## config.mk

```make
export PLATFORM = sky130hd
export DESIGN_NAME = bad_block_remap_table
export DESIGN_NICKNAME = d
export VERILOG_FILES = /design/src/hw/rtl/brt_pkg.sv /design/src/hw/rtl/brt_ram.sv /design/src/hw/rtl/brt_front.sv /design/src/hw/rtl/brt_queue.sv /design/src/hw/rtl/brt_back.sv /design/src/hw/rtl/bad_block_remap_table.sv
export SDC_FILE = /design/constraint.sdc
export NUM_CORES = 2
export LEC_CHECK = 0
export BUFFER_PORTS_ARGS = -buffer_cell sky130_fd_sc_hd__buf_2
export CORE_MARGIN = 2
export CORE_UTILIZATION = 39
export DETAILED_ROUTE_END_ITERATION = 16
export PLACE_DENSITY = 0.52
export SLEW_MARGIN = 20
export SYNTH_ARGS = -nofsm -noshare
export SYNTH_HDL_FRONTEND = slang
export SYNTH_SLANG_ARGS = --single-unit
```

## constraint.sdc

```tcl
create_clock -name clock -period 22.9 [get_ports clock]
set_clock_uncertainty 0.2 [all_clocks]
set_input_delay 4.58 -clock clock [delete_from_list [all_inputs] [get_ports clock]]
set_output_delay 4.58 -clock clock [all_outputs]
set_load 0.02 [all_outputs]
```

## src/hw/rtl/brt_pkg.sv

```systemverilog
// Shared types and constants for the bad-block remap table.
package brt_pkg;

   localparam int OFS_W       = 40;
   localparam int SUM_W       = OFS_W + 1;
   localparam int BLOCK_W     = 32;
   localparam int POS_W       = 24;
   localparam int JPOS_W      = 10;
   localparam int LOG2_W      = 5;
   localparam int SPARE_W     = 7;
   localparam int REQ_TDATA_W = 72;
   localparam int RSP_TDATA_W = 112;
   localparam int RSP_PAD_W   = RSP_TDATA_W - (OFS_W + 1 + JPOS_W + BLOCK_W + POS_W);
   localparam int QUEUE_DEPTH = 2;
   localparam int CSR_INDEX_W = 1;
   localparam int CSR_DATA_W  = 7;

   localparam logic [LOG2_W-1:0]  LOG2_MIN      = 5'd9;
   localparam logic [LOG2_W-1:0]  LOG2_MAX      = 5'd24;
   localparam logic [LOG2_W-1:0]  LOG2_RESET    = 5'd17;
   localparam logic [SPARE_W-1:0] SPARE_RESET   = 7'd16;
   localparam int                 SPARE_MIN     = 2;
   localparam logic [JPOS_W-1:0]  JOURNAL_START = 10'd4;
   localparam logic [JPOS_W-1:0]  ENTRY_BYTES   = 10'd8;

   typedef enum logic [CSR_INDEX_W-1:0] {
      CSR_BLOCK_SIZE_LOG2 = 1'd0,
      CSR_SPARE_BLOCKS    = 1'd1
   } csr_index_type;

   typedef enum logic [1:0] {
      CMD_TRANSLATE = 2'd0,
      CMD_REMAP     = 2'd1,
      CMD_REPLAY    = 2'd2,
      CMD_SKIP      = 2'd3
   } command_type;

   typedef enum logic [1:0] {
      ST_IDLE = 2'b01,
      ST_SCAN = 2'b10
   } state_type;

   typedef struct packed {
      command_type         command;
      logic [BLOCK_W-1:0]  entry_block;
      logic [POS_W-1:0]    pos;
      logic [BLOCK_W-1:0]  block;
      logic [OFS_W-1:0]    phys_default;
   } op_type;

   typedef struct packed {
      logic                status;
      logic [POS_W-1:0]    copy_bytes;
      logic [BLOCK_W-1:0]  journal_block;
      logic [JPOS_W-1:0]   journal_address;
      logic                journal_write;
      logic [OFS_W-1:0]    physical_offset;
   } rsp_type;

endpackage

```

## src/hw/rtl/brt_ram.sv

```systemverilog
// Generic RAM with one write port and one registered read port.
module brt_ram #(
   parameter int WIDTH = 32,
   parameter int DEPTH = 64
) (
   input  logic                     clock,
   input  logic                     wr_en,
   input  logic [$clog2(DEPTH)-1:0] wr_addr,
   input  logic [WIDTH-1:0]         wr_data,
   input  logic [$clog2(DEPTH)-1:0] rd_addr,
   output logic [WIDTH-1:0]         rd_data
);

   logic [WIDTH-1:0] mem_ff [DEPTH];
   logic [WIDTH-1:0] rd_data_ff;

   always_ff @(posedge clock) begin
      if (wr_en) begin
         mem_ff[wr_addr] <= wr_data;
      end
      rd_data_ff <= mem_ff[rd_addr];
   end

   assign rd_data = rd_data_ff;

endmodule

```

## src/hw/rtl/brt_front.sv

```systemverilog
// Front stage: accept a request, shift the offset past the spare region, split block and position.
module brt_front import brt_pkg::*; #(
   parameter int OFFSET_BITS = 40,
   parameter int SP_W        = 7
) (
   input  logic                   clock,
   input  logic                   reset,
   input  logic                   req_tvalid,
   output logic                   req_tready,
   input  logic [REQ_TDATA_W-1:0] req_tdata,
   input  logic [1:0]             req_tuser,
   input  logic [LOG2_W-1:0]      eff_lg,
   input  logic [SP_W-1:0]        eff_sp,
   output logic                   push_valid,
   input  logic                   push_ready,
   output op_type                 push_op
);

   localparam int          MASK_BITS = (OFFSET_BITS < SUM_W) ? OFFSET_BITS : SUM_W;
   localparam logic [SUM_W:0] MASK_WIDE = (SUM_W+1)'(((SUM_W+1)'(1) << MASK_BITS) - (SUM_W+1)'(1));
   localparam logic [SUM_W-1:0] OFS_MASK = MASK_WIDE[SUM_W-1:0];

   logic               valid_ff, valid_in;
   command_type        cmd_ff;
   logic [SUM_W-1:0]   shifted_ff, shifted_in;
   logic [BLOCK_W-1:0] eblk_ff;
   logic               take;

   assign req_tready = !valid_ff || push_ready;
   assign take       = req_tvalid && req_tready;

   always_comb begin
      shifted_in = (SUM_W'(req_tdata[OFS_W-1:0]) + (SUM_W'(eff_sp) << eff_lg)) & OFS_MASK;
      valid_in   = valid_ff;
      if (take) begin
         valid_in = 1'b1;
      end else if (push_ready) begin
         valid_in = 1'b0;
      end
   end

   always_ff @(posedge clock) begin
      if (reset) begin
         valid_ff <= 1'b0;
      end else begin
         valid_ff <= valid_in;
      end
   end

   always_ff @(posedge clock) begin
      if (take) begin
         cmd_ff     <= command_type'(req_tuser);
         shifted_ff <= shifted_in;
         eblk_ff    <= req_tdata[OFS_W +: BLOCK_W];
      end
   end

   always_comb begin
      push_op.command      = cmd_ff;
      push_op.entry_block  = eblk_ff;
      push_op.pos          = shifted_ff[POS_W-1:0] & ~({POS_W{1'b1}} << eff_lg);
      push_op.block        = BLOCK_W'(shifted_ff >> eff_lg);
      push_op.phys_default = shifted_ff[OFS_W-1:0];
   end

   assign push_valid = valid_ff;

endmodule

```

## src/hw/rtl/brt_queue.sv

```systemverilog
// Short FIFO of decoded operations between the front and back stages.
module brt_queue import brt_pkg::*; (
   input  logic   clock,
   input  logic   reset,
   input  logic   push_valid,
   output logic   push_ready,
   input  op_type push_op,
   output logic   pop_valid,
   input  logic   pop_ready,
   output op_type pop_op
);

   localparam int PTR_W = $clog2(QUEUE_DEPTH);
   localparam int CNT_W = $clog2(QUEUE_DEPTH + 1);

   op_type           entry_ff [QUEUE_DEPTH];
   logic [PTR_W-1:0] wr_ptr_ff, wr_ptr_in;
   logic [PTR_W-1:0] rd_ptr_ff, rd_ptr_in;
   logic [CNT_W-1:0] count_ff, count_in;
   logic             push, pop;

   assign push_ready = count_ff != CNT_W'(QUEUE_DEPTH);
   assign pop_valid  = count_ff != '0;
   assign push       = push_valid && push_ready;
   assign pop        = pop_valid && pop_ready;
   assign pop_op     = entry_ff[rd_ptr_ff];

   always_comb begin
      wr_ptr_in = push ? wr_ptr_ff + 1'b1 : wr_ptr_ff;
      rd_ptr_in = pop ? rd_ptr_ff + 1'b1 : rd_ptr_ff;
      count_in  = count_ff;
      if (push && !pop) begin
         count_in = count_ff + 1'b1;
      end else if (pop && !push) begin
         count_in = count_ff - 1'b1;
      end
   end

   always_ff @(posedge clock) begin
      if (reset) begin
         wr_ptr_ff <= '0;
         rd_ptr_ff <= '0;
         count_ff  <= '0;
      end else begin
         wr_ptr_ff <= wr_ptr_in;
         rd_ptr_ff <= rd_ptr_in;
         count_ff  <= count_in;
      end
   end

   always_ff @(posedge clock) begin
      if (push) begin
         entry_ff[wr_ptr_ff] <= push_op;
      end
   end

endmodule

```

## src/hw/rtl/brt_back.sv

```systemverilog
// Back stage: slot table, journal position, newest-match scan and response register.
module brt_back import brt_pkg::*; #(
   parameter int MAX_SPARE   = 64,
   parameter int OFFSET_BITS = 40,
   parameter int SP_W        = 7
) (
   input  logic                   clock,
   input  logic                   reset,
   input  logic [LOG2_W-1:0]      eff_lg,
   input  logic [SP_W-1:0]        eff_sp,
   input  logic                   pop_valid,
   output logic                   pop_ready,
   input  op_type                 pop_op,
   output logic                   rsp_tvalid,
   input  logic                   rsp_tready,
   output logic [RSP_TDATA_W-1:0] rsp_tdata,
   output logic [0:0]             rsp_tuser
);

   localparam int AW        = $clog2(MAX_SPARE);
   localparam int SLOT_W    = $clog2(MAX_SPARE + 1);
   localparam int MASK_BITS = (OFFSET_BITS < OFS_W) ? OFFSET_BITS : OFS_W;
   localparam logic [OFS_W:0] MASK_WIDE =
      (OFS_W+1)'(((OFS_W+1)'(1) << MASK_BITS) - (OFS_W+1)'(1));
   localparam logic [OFS_W-1:0] PHYS_MASK = MASK_WIDE[OFS_W-1:0];

   state_type          state_ff, state_in;
   logic [SLOT_W-1:0]  next_slot_ff, next_slot_in;
   logic [JPOS_W-1:0]  jpos_ff, jpos_in;
   logic [AW-1:0]      idx_ff, idx_in;
   op_type             op_ff;
   logic               rsp_valid_ff, rsp_valid_in;
   rsp_type            rsp_ff, rsp_in;
   logic               rsp_load;
   logic               out_free;
   logic               take;
   logic               full;
   logic               ram_wr_en;
   logic [BLOCK_W-1:0] ram_wr_data;
   logic [AW-1:0]      ram_rd_addr;
   logic [BLOCK_W-1:0] ram_rd_data;

   function automatic logic [OFS_W-1:0] place(input logic [AW-1:0] slot,
                                              input logic [LOG2_W-1:0] lg,
                                              input logic [POS_W-1:0] pos);
      return ((OFS_W'(slot) << lg) | OFS_W'(pos)) & PHYS_MASK;
   endfunction

   assign out_free  = !rsp_valid_ff || rsp_tready;
   assign pop_ready = (state_ff == ST_IDLE) && out_free;
   assign take      = pop_valid && pop_ready;
   assign full      = SP_W'(next_slot_ff) >= eff_sp;

   always_comb begin
      state_in     = state_ff;
      next_slot_in = next_slot_ff;
      jpos_in      = jpos_ff;
      idx_in       = idx_ff;
      rsp_load     = 1'b0;
      rsp_in       = '0;
      ram_wr_en    = 1'b0;
      ram_wr_data  = pop_op.block;
      ram_rd_addr  = idx_ff - 1'b1;
      unique case (state_ff)
         ST_IDLE: begin
            ram_rd_addr = AW'(next_slot_ff - 1'b1);
            if (take) begin
               unique case (pop_op.command)
                  CMD_TRANSLATE: begin
                     if (next_slot_ff > SLOT_W'(1)) begin
                        idx_in   = AW'(next_slot_ff - 1'b1);
                        state_in = ST_SCAN;
                     end else begin
                        rsp_load               = 1'b1;
                        rsp_in.physical_offset = pop_op.phys_default;
                     end
                  end
                  CMD_REMAP: begin
                     rsp_load = 1'b1;
                     if (full) begin
                        rsp_in.status = 1'b1;
                     end else begin
                        ram_wr_en              = 1'b1;
                        rsp_in.physical_offset =
                           place(next_slot_ff[AW-1:0], eff_lg, pop_op.pos);
                        rsp_in.journal_write   = 1'b1;
                        rsp_in.journal_address = jpos_ff;
                        rsp_in.journal_block   = pop_op.block;
                        rsp_in.copy_bytes      = pop_op.pos;
                        next_slot_in           = next_slot_ff + 1'b1;
                        jpos_in                = jpos_ff + ENTRY_BYTES;
                     end
                  end
                  CMD_REPLAY: begin
                     rsp_load = 1'b1;
                     if (full) begin
                        rsp_in.status = 1'b1;
                     end else begin
                        ram_wr_en    = 1'b1;
                        ram_wr_data  = pop_op.entry_block;
                        next_slot_in = next_slot_ff + 1'b1;
                        jpos_in      = jpos_ff + ENTRY_BYTES;
                     end
                  end
                  CMD_SKIP: begin
                     rsp_load = 1'b1;
                     jpos_in  = jpos_ff + ENTRY_BYTES;
                  end
                  default: begin
                     rsp_load = 1'b1;
                  end
               endcase
            end
         end
         ST_SCAN: begin
            if (ram_rd_data == op_ff.block) begin
               rsp_load               = 1'b1;
               rsp_in.physical_offset = place(idx_ff, eff_lg, op_ff.pos);
               state_in               = ST_IDLE;
            end else if (idx_ff == AW'(1)) begin
               rsp_load               = 1'b1;
               rsp_in.physical_offset = op_ff.phys_default;
               state_in               = ST_IDLE;
            end else begin
               idx_in = idx_ff - 1'b1;
            end
         end
         default: begin
            state_in = ST_IDLE;
         end
      endcase
      rsp_valid_in = rsp_load || (rsp_valid_ff && !rsp_tready);
   end

   always_ff @(posedge clock) begin
      if (reset) begin
         state_ff     <= ST_IDLE;
         next_slot_ff <= SLOT_W'(1);
         jpos_ff      <= JOURNAL_START;
         idx_ff       <= '0;
         rsp_valid_ff <= 1'b0;
      end else begin
         state_ff     <= state_in;
         next_slot_ff <= next_slot_in;
         jpos_ff      <= jpos_in;
         idx_ff       <= idx_in;
         rsp_valid_ff <= rsp_valid_in;
      end
   end

   always_ff @(posedge clock) begin
      if (take) begin
         op_ff <= pop_op;
      end
      if (rsp_load) begin
         rsp_ff <= rsp_in;
      end
   end

   brt_ram #(
      .WIDTH (BLOCK_W),
      .DEPTH (MAX_SPARE)
   ) u_slot_ram (
      .clock   (clock),
      .wr_en   (ram_wr_en),
      .wr_addr (next_slot_ff[AW-1:0]),
      .wr_data (ram_wr_data),
      .rd_addr (ram_rd_addr),
      .rd_data (ram_rd_data)
   );

   assign rsp_tvalid   = rsp_valid_ff;
   assign rsp_tuser[0] = rsp_ff.status;
   assign rsp_tdata    = {{RSP_PAD_W{1'b0}}, rsp_ff.copy_bytes, rsp_ff.journal_block,
                          rsp_ff.journal_address, rsp_ff.journal_write,
                          rsp_ff.physical_offset};

`ifndef ASSERT_OFF
   a_scan_out_empty: assert property (@(posedge clock) disable iff (reset)
      state_ff == ST_SCAN |-> !rsp_valid_ff)
      else $error("response pending during slot scan");

   a_scan_index: assert property (@(posedge clock) disable iff (reset)
      state_ff == ST_SCAN |-> (idx_ff != '0 && SLOT_W'(idx_ff) < next_slot_ff))
      else $error("scan index outside written slots");

   a_journal_align: assert property (@(posedge clock) disable iff (reset)
      jpos_ff[2:0] == JOURNAL_START[2:0])
      else $error("journal position lost entry alignment");

   a_slot_bound: assert property (@(posedge clock) disable iff (reset)
      next_slot_ff != '0 && next_slot_ff <= SLOT_W'(MAX_SPARE))
      else $error("next slot out of range");
`endif

endmodule

```

## src/hw/rtl/bad_block_remap_table.sv

```systemverilog
// Top level of the flash bad-block remap table.
//
//   channel  direction  handshake             payload
//   req      in         req_tvalid/tready     tdata: logical_offset, entry_block
//                                             tuser: command
//   rsp      out        rsp_tvalid/tready     tdata: physical_offset ... copy_bytes
//                                             tuser: status
//   csr      in         csr_valid/ready       csr_index, csr_data
//
// Front stage takes one request per cycle into a two-entry queue while that queue has room.
// Back stage: remap, replay and skip answer straight from idle; translate scans the written slots
// newest first, from next_slot - 1 down to slot 1, through the slot RAM read port.
// Synchronous reset; the slot RAM is not cleared, only written slots are compared.
// A waiting response stalls only the back stage; the front keeps filling the queue.
module bad_block_remap_table import brt_pkg::*; #(
   parameter int MAX_SPARE   = 64,
   parameter int OFFSET_BITS = 40
) (
   input  logic                   clock,
   input  logic                   reset,
   input  logic                   req_tvalid,
   output logic                   req_tready,
   input  logic [REQ_TDATA_W-1:0] req_tdata,  // logical_offset[39:0], entry_block[71:40]
   input  logic [1:0]             req_tuser,  // command[1:0]
   output logic                   rsp_tvalid,
   input  logic                   rsp_tready,
   output logic [RSP_TDATA_W-1:0] rsp_tdata,  // physical_offset[39:0], journal_write[40],
                                              // journal_address[50:41],
                                              // journal_block[82:51], copy_bytes[106:83]
   output logic [0:0]             rsp_tuser,  // status[0]
   input  logic                   csr_valid,
   output logic                   csr_ready,
   input  logic [CSR_INDEX_W-1:0] csr_index,
   input  logic [CSR_DATA_W-1:0]  csr_data
);

   localparam int SLOT_W = $clog2(MAX_SPARE + 1);
   localparam int SP_W   = (SLOT_W > SPARE_W) ? SLOT_W : SPARE_W;

   logic [LOG2_W-1:0]  lg_ff, lg_in;
   logic [SPARE_W-1:0] sp_ff, sp_in;
   logic [LOG2_W-1:0]  eff_lg;
   logic [SP_W-1:0]    sp_ext;
   logic [SP_W-1:0]    eff_sp;
   logic               push_valid, push_ready;
   op_type             push_op;
   logic               pop_valid, pop_ready;
   op_type             pop_op;

   assign csr_ready = 1'b1;

   always_comb begin
      lg_in = lg_ff;
      sp_in = sp_ff;
      if (csr_valid) begin
         unique case (csr_index_type'(csr_index))
            CSR_BLOCK_SIZE_LOG2: lg_in = csr_data[LOG2_W-1:0];
            CSR_SPARE_BLOCKS:    sp_in = csr_data[SPARE_W-1:0];
            default:             lg_in = lg_ff;
         endcase
      end
   end

   always_ff @(posedge clock) begin
      if (reset) begin
         lg_ff <= LOG2_RESET;
         sp_ff <= SPARE_RESET;
      end else begin
         lg_ff <= lg_in;
         sp_ff <= sp_in;
      end
   end

   always_comb begin
      sp_ext = SP_W'(sp_ff);
      priority if (lg_ff < LOG2_MIN) begin
         eff_lg = LOG2_MIN;
      end else if (lg_ff > LOG2_MAX) begin
         eff_lg = LOG2_MAX;
      end else begin
         eff_lg = lg_ff;
      end
      priority if (sp_ext < SP_W'(SPARE_MIN)) begin
         eff_sp = SP_W'(SPARE_MIN);
      end else if (sp_ext > SP_W'(MAX_SPARE)) begin
         eff_sp = SP_W'(MAX_SPARE);
      end else begin
         eff_sp = sp_ext;
      end
   end

   brt_front #(
      .OFFSET_BITS (OFFSET_BITS),
      .SP_W        (SP_W)
   ) u_front (
      .clock      (clock),
      .reset      (reset),
      .req_tvalid (req_tvalid),
      .req_tready (req_tready),
      .req_tdata  (req_tdata),
      .req_tuser  (req_tuser),
      .eff_lg     (eff_lg),
      .eff_sp     (eff_sp),
      .push_valid (push_valid),
      .push_ready (push_ready),
      .push_op    (push_op)
   );

   brt_queue u_queue (
      .clock      (clock),
      .reset      (reset),
      .push_valid (push_valid),
      .push_ready (push_ready),
      .push_op    (push_op),
      .pop_valid  (pop_valid),
      .pop_ready  (pop_ready),
      .pop_op     (pop_op)
   );

   brt_back #(
      .MAX_SPARE   (MAX_SPARE),
      .OFFSET_BITS (OFFSET_BITS),
      .SP_W        (SP_W)
   ) u_back (
      .clock      (clock),
      .reset      (reset),
      .eff_lg     (eff_lg),
      .eff_sp     (eff_sp),
      .pop_valid  (pop_valid),
      .pop_ready  (pop_ready),
      .pop_op     (pop_op),
      .rsp_tvalid (rsp_tvalid),
      .rsp_tready (rsp_tready),
      .rsp_tdata  (rsp_tdata),
      .rsp_tuser  (rsp_tuser)
   );

endmodule
```

==> flow_metrics.env <==
export IMPL_run_status="finished, final reports clean"
export IMPL_htreeDepth=5
export IMPL_cts_root_buf="clkbuf_16"
export IMPL_powerDensity_mw_per_mm2=164.6
export IMPL_crit_fanout=32
export IMPL_firstDrtPassIters=6
export IMPL_critPathSlowestCell="nor2_4"
export IMPL_num_io_pins=203
export IMPL_worstSkewPairLatency_ns=0.93
export IMPL_path_buf_inv=3
export IMPL_clkTransAtPathRegs_ns=0.06
export IMPL_cp_top_family="simple AND/OR/NAND/NOR gates"
export IMPL_clockBufferDepth=4
export IMPL_rsz0062_at_grt="false"
export IMPL_synth_seq_area_share_pct=74.20
export IMPL_via_per_inst=5.610
export IMPL_die_w_microns=526.7
export IMPL_cts_resized=0
export IMPL_rows=191
export IMPL_portBuffers=194
export IMPL_whs_ns=0.2287
export IMPL_vdd_drop_max_mv=0.2307
export IMPL_grt_pass1_vias=54910
export IMPL_tns_ns=0
export IMPL_initial_core_util_pct=39.28
export IMPL_p_leak_nw=40.05
export IMPL_wire_per_inst_microns=30.25
export IMPL_antenna_found_initial=25
export IMPL_crit_path_end_kind="register"
export IMPL_dpl_cell_area_sq_mm=0.1134
export IMPL_layout_min_cycle_time_ns=7.623
export IMPL_ant_nets=0
export IMPL_cap_violations=0
export IMPL_avgSynthCellArea_sq_um=18.81
export IMPL_area_delta_synth_final_pct=15.17
export IMPL_yosys_most_used_dff="edfxtp_1"
export IMPL_drc=0
export IMPL_setup_viol=0
export IMPL_tritoncts="built"
export IMPL_wirelength_mm=296.8
export IMPL_core_sq_mm=0.2712
export IMPL_drive_gt1_share_pct=23.89
export IMPL_crit_chain="buf_2, inv_1, o2bb2ai_1, or2_1, inv_4, nand2_1, nor3_1, nand3_2, nor2_4"
export IMPL_synth_edf_count=2584
export IMPL_finalInstanceArea_sq_mm=0.1227
export IMPL_dp_hpwl_mm=178.5
export IMPL_post_cts_repair_setup_buffers=0
export IMPL_overflow=0
export IMPL_clock_sinks=2657
export IMPL_num_vias=55040
export IMPL_grt_max_degree=130
export IMPL_synth_top_area_share_pct=72.83
export IMPL_synth_cells=5664
export IMPL_layout_nets=6168
export IMPL_drt_iter0_drc=5943
export IMPL_routabilityCongestion=0.8612
export IMPL_path_class="in -> reg"
export IMPL_path_depth=9
export IMPL_postSynth_asyncResetShare_pct=0
export IMPL_finalCritPeriodShare_pct=33.29
export IMPL_hp_class="reg -> reg"
export IMPL_dieArea_sq_mm=0.2774
export IMPL_hold_violations=0
export IMPL_holdPathStages=0
export IMPL_numCtsBuffers=298
export IMPL_yosysWarnings=0
export IMPL_fmax_ghz=0.1312
export IMPL_ys_top_cells_by_area="edfxtp_1 (73%), mux4_2 (11%), mux2i_1 (2.9%)"
export IMPL_cp_slowest_stage_delay_ns=1.10
export IMPL_netlist_area_sq_mm=0.1065
export IMPL_cp_arrival_ns=7.96
export IMPL_yosys_area_top_type="edfxtp_1"
export IMPL_drv_slew=0
export IMPL_die_y_microns=526.7
export IMPL_worstSetupStartpointType="primary input"
export IMPL_r2r_cells=15
export IMPL_cts_hold_buffers=0
export IMPL_worstPathRequired_ns=23.24
export IMPL_synthDistinctLibCells=78
export IMPL_slew_headroom_pct=22.30
export IMPL_tightestPinTransition_ns=1.133
export IMPL_ys_seq_elements=2657
export IMPL_grt_pass1_wl_mm=417.7
export IMPL_grt_use_total_pct=21.10
==> cells by family after synthesis <==
family	count (synthesis)	synth area share, %
muxes	896	14.62
DFF	2657	74.20
AOI/OAI and AO/OA	771	4.667
adders and majority gates	61	0.7199
other	2	0.007049
buffers and inverters	446	1.723
xor gates and xnor gates	85	0.6988
and+or+nand+nor	746	3.361
==> Yosys cell counts (all sizes together), types with 6 or more instances <==
master	number
nor3	26
and2	36
nand3b	7
and3	15
or3	9
o21a	14
o21ai	73
mux2	63
xnor2	32
nor4	14
inv	96
o211ai	7
nand4	12
mux2i	311
a21oi	285
a221oi	19
nand3	40
a21o	32
nor2	256
o22ai	11
nand2	160
o21bai	8
buf	145
a22oi	14
a211oi	230
dfxtp	73
o2111ai	6
a31oi	21
nor2b	142
clkbuf	203
ha	58
mux4	522
nand2b	11
edfxtp	2584
xor2	53
==> worst paths after layout <==
path	to	slack, ns	startpoint
hold reg to reg	u_queue.entry_ff[1][116]$_DFFE_PP_	0.23	u_front.eblk_ff[20]$_DFFE_PP_
hold / removal	u_queue.entry_ff[1][116]$_DFFE_PP_	0.23	u_front.eblk_ff[20]$_DFFE_PP_
setup reg to reg	u_back.u_slot_ram.rd_data[3]$_DFF_P_	15.56	u_back.state_ff[1]$_SDFFE_PP0P_
setup / recovery	u_back.u_slot_ram.mem_ff[27][0]$_DFFE_PP_	15.28	rsp_tready
==> where the power goes <==
part / internal (mW) / total, mW / switching [mW]
Clock: 2.67 / 4.54 / 1.87
Combinational: 3.26 / 9.20 / 5.94
Sequential: 6.27 / 6.46 / 0.192
Total: 12.2 / 20.2 / 8.00
==> area by class of cell <==
cell class	count	area [sq um]
clock inverters	132	1179
well taps	3570	4467
inverters	98	370.4
flip-flops and latches	2657	79060
diodes	12	30.03
fillers	23100	148500
clock buffers	375	7933
multi-input cells	2586	26800
repair buffers	381	2865
==> registers in the layout, indices dropped and copies added, names as in the netlist, 5 cells and up, named ones only <==
signal / flops
lg_ff: 5
sp_ext: 7
u_back.idx_ff: 6
u_back.jpos_ff: 7
u_back.next_slot_ff: 7
u_back.op_ff: 96
u_back.rsp_tdata: 105
u_back.u_slot_ram.mem_ff: 2048
u_back.u_slot_ram.rd_data: 32
u_front.eblk_ff: 32
u_front.shifted_ff: 40
u_queue.entry_ff: 260
==> through the flow <==
step	utilization [%]	power, mW	setup WS (ns)	cells
detailed placement	41.80	15.95	14.24	9284
global route	45.23	21.01	14.84	9804
global placement	41.67	15.89	14.23	9270
CTS	45.16	20.50	15.24	9791
floorplan	-	12.19	10.60	5689
finish	45.24	20.20	15.28	9811
==> per-layer routing <==
| layer | global-route usage [%] | wire (microns) |
|---|---|---|
| met1 | 30.04 | 129500 |
| met2 | 34.07 | 143200 |
| met3 | 2.879 | 16520 |
| met4 | 5.700 | 7495 |
| met5 | 0 | 8 |
==> layout by cell type (no fill, tap or decap), drive strengths merged, types with 11 or more instances in the layout <==
| cell type | n |
|---|---|
| a22oi | 14 |
| and2 | 36 |
| nor4 | 14 |
| a21oi | 285 |
| a31oi | 21 |
| nor3 | 26 |
| edfxtp | 2584 |
| nor2b | 142 |
| xor2 | 53 |
| and3 | 15 |
| mux4 | 522 |
| a221oi | 19 |
| bufinv | 20 |
| xnor2 | 32 |
| nor2 | 256 |
| nand4 | 12 |
| mux2 | 63 |
| o21a | 14 |
| nand2b | 11 |
| ha | 58 |
| o21ai | 73 |
| nand3 | 40 |
| clkbuf | 375 |
| mux2i | 311 |
| a211oi | 230 |
| diode | 12 |
| nand2 | 160 |
| buf | 381 |
| clkinv | 104 |
| dfxtp | 73 |
| conb | 27 |
| inv | 103 |
| a21o | 32 |
| o22ai | 11 |
(Power assumes the default switching activity.)
